$ cat src/design/damped_wave_grid_step_core_defines.svh
// ----------------------------------------------------------------------------
// Assertion macros for the wave grid core
// Concurrent checks, clocked on clk and held off while arst_n is low.
// ----------------------------------------------------------------------------
`ifndef DAMPED_WAVE_GRID_STEP_CORE_DEFINES_SVH
`define DAMPED_WAVE_GRID_STEP_CORE_DEFINES_SVH

// same-cycle implication
`define DWGS_ASSERT_IMP(lbl, ante, cons, msg) \
	lbl: assert property (@(posedge clk) disable iff (!arst_n) (ante) |-> (cons)) \
		else $error(msg);

// next-cycle implication
`define DWGS_ASSERT_NXT(lbl, ante, cons, msg) \
	lbl: assert property (@(posedge clk) disable iff (!arst_n) (ante) |=> (cons)) \
		else $error(msg);

`endif

$ cat src/design/dwgs_pkg.sv
`timescale 1ns / 1ps
// ----------------------------------------------------------------------------
// dwgs_pkg
// Shared widths, codes, control struct and saturation for the wave grid core.
// ----------------------------------------------------------------------------
package dwgs_pkg;

	localparam int DEF_GRID_ROWS = 64;
	localparam int DEF_GRID_COLS = 64;

	localparam int OP_W   = 2;
	localparam int RC_W   = 6;
	localparam int VAL_W  = 32;
	localparam int GAIN_W = 16;
	localparam int CFG_IDX_W = 1;
	localparam int LAP_W  = 35;   // sum of four neighbours minus 4h
	localparam int DIF_W  = 33;   // h - p
	localparam int MUL_A_W = GAIN_W + 1;
	localparam int PROD_W = MUL_A_W + LAP_W;
	localparam int FRAC_W = 16;
	localparam int ACC_W  = 40;

	localparam logic [OP_W-1:0] OP_WR_CUR  = 2'd0;
	localparam logic [OP_W-1:0] OP_WR_PREV = 2'd1;
	localparam logic [OP_W-1:0] OP_RD_CUR  = 2'd2;
	localparam logic [OP_W-1:0] OP_STEP    = 2'd3;

	localparam logic [CFG_IDX_W-1:0] REG_LAP_GAIN  = 1'b0;
	localparam logic [CFG_IDX_W-1:0] REG_DAMP_GAIN = 1'b1;

	localparam logic [GAIN_W-1:0] LAP_GAIN_RST  = 16'd164;
	localparam logic [GAIN_W-1:0] DAMP_GAIN_RST = 16'd328;

	// shared adder operations
	localparam logic [2:0] ALU_HOLD = 3'd0;
	localparam logic [2:0] ALU_M4H  = 3'd1;
	localparam logic [2:0] ALU_NB   = 3'd2;
	localparam logic [2:0] ALU_2HP  = 3'd3;
	localparam logic [2:0] ALU_ADDP = 3'd4;
	localparam logic [2:0] ALU_SUBP = 3'd5;

	localparam logic MUL_LAP  = 1'b0;
	localparam logic MUL_DAMP = 1'b1;

	typedef struct packed {
		logic       cap;
		logic       acc_en;
		logic [2:0] alu_op;
		logic       mul_en;
		logic       mul_sel;
	} dwgs_ctl_t;

	function automatic logic signed [VAL_W-1:0] sat_val(input logic signed [ACC_W-1:0] x);
		logic signed [ACC_W-1:0] hi;
		logic signed [ACC_W-1:0] lo;
		hi = ACC_W'(signed'({1'b0, {(VAL_W-1){1'b1}}}));
		lo = ACC_W'(signed'({1'b1, {(VAL_W-1){1'b0}}}));
		if (x > hi)
			return hi[VAL_W-1:0];
		else if (x < lo)
			return lo[VAL_W-1:0];
		else
			return x[VAL_W-1:0];
	endfunction

endpackage

$ cat src/design/dwgs_datapath.sv
`timescale 1ns / 1ps
// ----------------------------------------------------------------------------
// dwgs_datapath
// Shared adder and multiplier that build one new cell height over cycles.
// ----------------------------------------------------------------------------
module dwgs_datapath (
	input  logic                              clk,
	input  dwgs_pkg::dwgs_ctl_t               ctl,
	input  logic [dwgs_pkg::GAIN_W-1:0]       lap_gain,
	input  logic [dwgs_pkg::GAIN_W-1:0]       damp_gain,
	input  logic signed [dwgs_pkg::VAL_W-1:0] rd_cur,
	input  logic signed [dwgs_pkg::VAL_W-1:0] rd_prv,
	output logic signed [dwgs_pkg::VAL_W-1:0] nxt_val
);
	import dwgs_pkg::*;

	logic signed [VAL_W-1:0]        h_q;
	logic signed [VAL_W-1:0]        p_q;
	logic signed [DIF_W-1:0]        d_q;
	logic signed [ACC_W-1:0]        acc_q;
	logic signed [PROD_W-1:0]       prod_q;
	logic signed [PROD_W-FRAC_W-1:0] prod_sh;
	logic signed [ACC_W-1:0]        add_a;
	logic signed [ACC_W-1:0]        add_b;
	logic                           add_sub;
	logic signed [ACC_W-1:0]        add_sum;
	logic signed [MUL_A_W-1:0]      mul_a;
	logic signed [LAP_W-1:0]        mul_b;

	// floor of the product over 2^16
	assign prod_sh = prod_q[PROD_W-1:FRAC_W];

	always_comb begin
		add_a   = acc_q;
		add_b   = '0;
		add_sub = 1'b0;
		unique case (ctl.alu_op)
			ALU_M4H: begin
				add_a   = '0;
				add_b   = ACC_W'(rd_cur) <<< 2;
				add_sub = 1'b1;
			end
			ALU_NB: begin
				add_b = ACC_W'(rd_cur);
			end
			ALU_2HP: begin
				add_a   = ACC_W'(h_q) <<< 1;
				add_b   = ACC_W'(p_q);
				add_sub = 1'b1;
			end
			ALU_ADDP: begin
				add_b = ACC_W'(prod_sh);
			end
			ALU_SUBP: begin
				add_b   = ACC_W'(prod_sh);
				add_sub = 1'b1;
			end
			default: begin
				add_b = '0;
			end
		endcase
		add_sum = add_a + (add_b ^ {ACC_W{add_sub}}) + ACC_W'(add_sub);
	end

	assign mul_a = signed'({1'b0, (ctl.mul_sel == MUL_DAMP) ? damp_gain : lap_gain});
	assign mul_b = (ctl.mul_sel == MUL_DAMP) ? LAP_W'(d_q) : acc_q[LAP_W-1:0];

	always_ff @(posedge clk) begin
		if (ctl.cap) begin
			h_q <= rd_cur;
			p_q <= rd_prv;
			d_q <= DIF_W'(rd_cur) - DIF_W'(rd_prv);
		end
		if (ctl.acc_en)
			acc_q <= add_sum;
		if (ctl.mul_en)
			prod_q <= mul_a * mul_b;
	end

	assign nxt_val = sat_val(acc_q);

endmodule

$ cat config.mk
export PLATFORM = sky130hd
export DESIGN_NAME = dwgs_datapath
export DESIGN_NICKNAME = d
export VERILOG_FILES = /design/src/design/damped_wave_grid_step_core_defines.svh /design/src/design/dwgs_pkg.sv /design/src/design/dwgs_datapath.sv
export SDC_FILE = /design/constraint.sdc
export NUM_CORES = 2
export LEC_CHECK = 0
export BUFFER_PORTS_ARGS = -buffer_cell sky130_fd_sc_hd__buf_4
export CORE_MARGIN = 2
export CORE_UTILIZATION = 65
export CTS_CLUSTER_DIAMETER = 100
export DETAILED_ROUTE_END_ITERATION = 8
export HOLD_SLACK_MARGIN = 0.12
export PLACE_DENSITY = 0.87
export SLEW_MARGIN = 30
export SYNTH_ARGS = -nofsm -noshare
export SYNTH_HDL_FRONTEND = slang
export SYNTH_SLANG_ARGS = --single-unit
$ cat constraint.sdc
create_clock -name clk -period 13.2 [get_ports clk]
set_input_delay 2.64 -clock clk [delete_from_list [all_inputs] [get_ports clk]]
set_output_delay 2.64 -clock clk [all_outputs]
set_load 0.01 [all_outputs]
==> results.ini <==
[placement]
place_area_um2 = 31700
place.gp.congestion = 0.972
dpl_worst_slack_ns = 2.20
port_buffers = 135
hpwl_mm = 66.6

[floorplan]
io_pins = 136
rows = 78
die_w_um = 219
coreArea_um2 = 45600
dieArea_um2 = 48100
dieHeight_um = 219
initial_core_util_pct = 66.1

[logic_synthesis]
syn_inst = 3274
synth_compound_area_share_pct = 11.5
synth_ff_type = edfxtp_1
synth-async-reset-ratio_pct = 0
synth_mux_area_share_pct = 3.30
synth_area_um2 = 30100
synth-xor-area-share_pct = 2.79
synth-edff-count = 173
synth_cell_types = 69
ys_seq_area_share_pct = 17.2
synthAdderAreaFrac_pct = 43.2
ys.warnings.count = 0
synth_nets = 4100
ys_seq_elements = 173
yosys.area_share.simple_pct = 11.8
synth_top_family_by_area = adder cells
avgSynthCellArea_um2 = 9.20

[min_path]
worst_hold_path.num_cells = 2
hold_path_class = flop to flop
whs_endpoint = acc_q[0]$_DFFE_PP_
min_from = acc_q[0]$_DFFE_PP_

[clocking]
cts_buffers = 17
holdBufCountCts = 0
cts_tree = done
htreeDepth = 4
cts_num_sinks = 173
ctsResizeCount = 0
cts_root_buf = clkbuf_16
clk_latency_ns = 0.45
cts.clk_slew.worst_paths_ns = 0.07
post-cts-setup-buffers = 0
cts_buffer_depth = 2

[route]
ant_nets = 0
wl_per_cell_um = 21.2
vias = 24200
via_per_inst = 6.15
drt-initial-drc-count = 2588
drc = 0
drtPass1Iterations = 8
wirelength_mm = 83.4

[global_route]
busiest_layer = met2
grt_start_max_net_pins = 79
overflow = 0
first_global_vias = 25600
grt_pass1_wl_mm = 134
grt_util_met2_pct = 57.5
antenna_found_initial = 2
use_met3_pct = 9.16
gr-usage-met1_pct = 48.2
grt.total_usage_pct = 36.5

[critical_path]
arrival_ns = 10.91
reg2reg_to = prod_q[51]$_DFFE_PP_
start_kind = input port
cp_slowest_cell = mux2i_1
crit_fanout = 44
slowest_delay_ns = 0.79
worst_setup_path_end_kind = flop
worstPathRequired_ns = 13.40
crit_path_frequent_cell = fa_1
r2r-start = acc_q[8]$_DFFE_PP_
path_class = input port to flop
rr_worst_depth = 23
rrSetupSlack_ns = 5.51

[sta]
worst_slew_pin_slew_ns = 1.02
final.period_utilization_pct = 81.2
rsz0062_at_grt = false
fin_skew_ns = 0.0107
hold_violations = 0
finalSetupViolCount = 0
fmax_mhz = 93.4
tns_ns = 0
slew_violations = 0
fin_crit_ns = 10.71
worst_slack_ns = 2.49
slew_headroom_pct = 30.2

[final_layout]
multiInputGateArea_um2 = 22000
nets = 4142
drive_gt1_share_pct = 7.75
finalInstanceArea_um2 = 32300
syn_to_final_growth_pct = 7.26
n_fill_cell = 3181
final-seq-area_um2 = 5190

[job]
maxCapViolCount = 0

[status]
status = finished clean

how the worst max path moves through the flow:
stage            from  cells past startpoint                   end  slack (ns)
3_5_place_dp   ctl[0]                     25  prod_q[51]$_DFFE_PP_        2.20
3_3_place_gp   ctl[0]                     25  prod_q[45]$_DFFE_PP_        2.47
2_1_floorplan  ctl[0]                     27  prod_q[45]$_DFFE_PP_        3.09
5_1_grt        ctl[0]                     25  prod_q[51]$_DFFE_PP_        2.18
4_1_cts        ctl[0]                     25  prod_q[51]$_DFFE_PP_        2.64
6_report       ctl[0]                     25  prod_q[51]$_DFFE_PP_        2.49
metal layers:
metal  wire, µm  vias to the layer above
met1      30800                    11800
met4       3840                        2
met5          9                        -
met2      38600                     1644
met3      10200                      304
li1           -                    10400
logic make-up after synthesis:
group / Yosys count
AO/OA/AOI/OAI: 508
XOR/XNOR: 96
adder cells (fa/ha/maj): 722
buffers and inverters: 813
flip-flops: 173
multiplexers: 94
AND/OR/NAND/NOR: 868
cells in the final DEF (no fill, tap or decap), drive strengths merged, types with 27 or more instances in the layout:
| cell | n |
|---|---|
| a211oi | 40 |
| a21o | 111 |
| a21oi | 126 |
| a22o | 27 |
| buf | 158 |
| edfxtp | 173 |
| fa | 531 |
| ha | 191 |
| inv | 683 |
| mux2 | 43 |
| mux2i | 51 |
| nand2 | 471 |
| nor2 | 274 |
| o21ai | 80 |
| xnor2 | 60 |
| xor2 | 36 |
metrics by stage:
step                instances  hold WS (ns)  utilization [%]
finish                   3930         0.738             70.9
global route             3929         0.780             70.9
CTS                      3929         0.732             70.9
detailed placement       3897         0.716             69.5
global placement         3895         0.733             69.4
floorplan                3274         0.620                -
cell usage after synthesis (all sizes together) (26+ instances only):
| cell | number | area, µm² |
|---|---|---|
| nor2 | 274 | 1030 |
| a21o | 111 | 833 |
| edfxtp | 173 | 5190 |
| mux2i | 51 | 510 |
| xor2 | 36 | 315 |
| mux2 | 43 | 484 |
| fa | 531 | 10600 |
| ha | 191 | 2390 |
| xnor2 | 60 | 526 |
| o21ai | 80 | 404 |
| a21oi | 126 | 634 |
| inv | 678 | 2540 |
| a211oi | 40 | 310 |
| clkbuf | 124 | 465 |
| a22o | 27 | 236 |
| nand2 | 471 | 1770 |
| o22a | 26 | 229 |
critical path, delay by kind of cell:
| family | cells | cell delay, ns |
|---|---|---|
| AOI/OAI and AO/OA | 9 | 2.25 |
| xor gates and xnor gates | 1 | 0.15 |
| adders and majority gates | 7 | 3.47 |
| buffers and inverters | 6 | 1.38 |
| muxes | 1 | 0.79 |
| and+or+nand+nor | 1 | 0.15 |
state kept, by name, indices dropped and copies added (netlist names):
signal / count
p_q: 32
h_q: 32
d_q: 33
acc_q: 40
prod_q: 36
area by class of cell:
cell class	count	area share, %
diodes	1	0.00774
clock buffers	17	1.32
clock inverters	15	0.712
inverters	678	7.88
multi-input cells	2288	68.0
flip-flops and latches	173	16.1
well taps	600	2.32
repair buffers	158	3.72
Power is not shown: default switching activity piles up to over one toggle a cycle in this logic, so the estimate is an artifact.
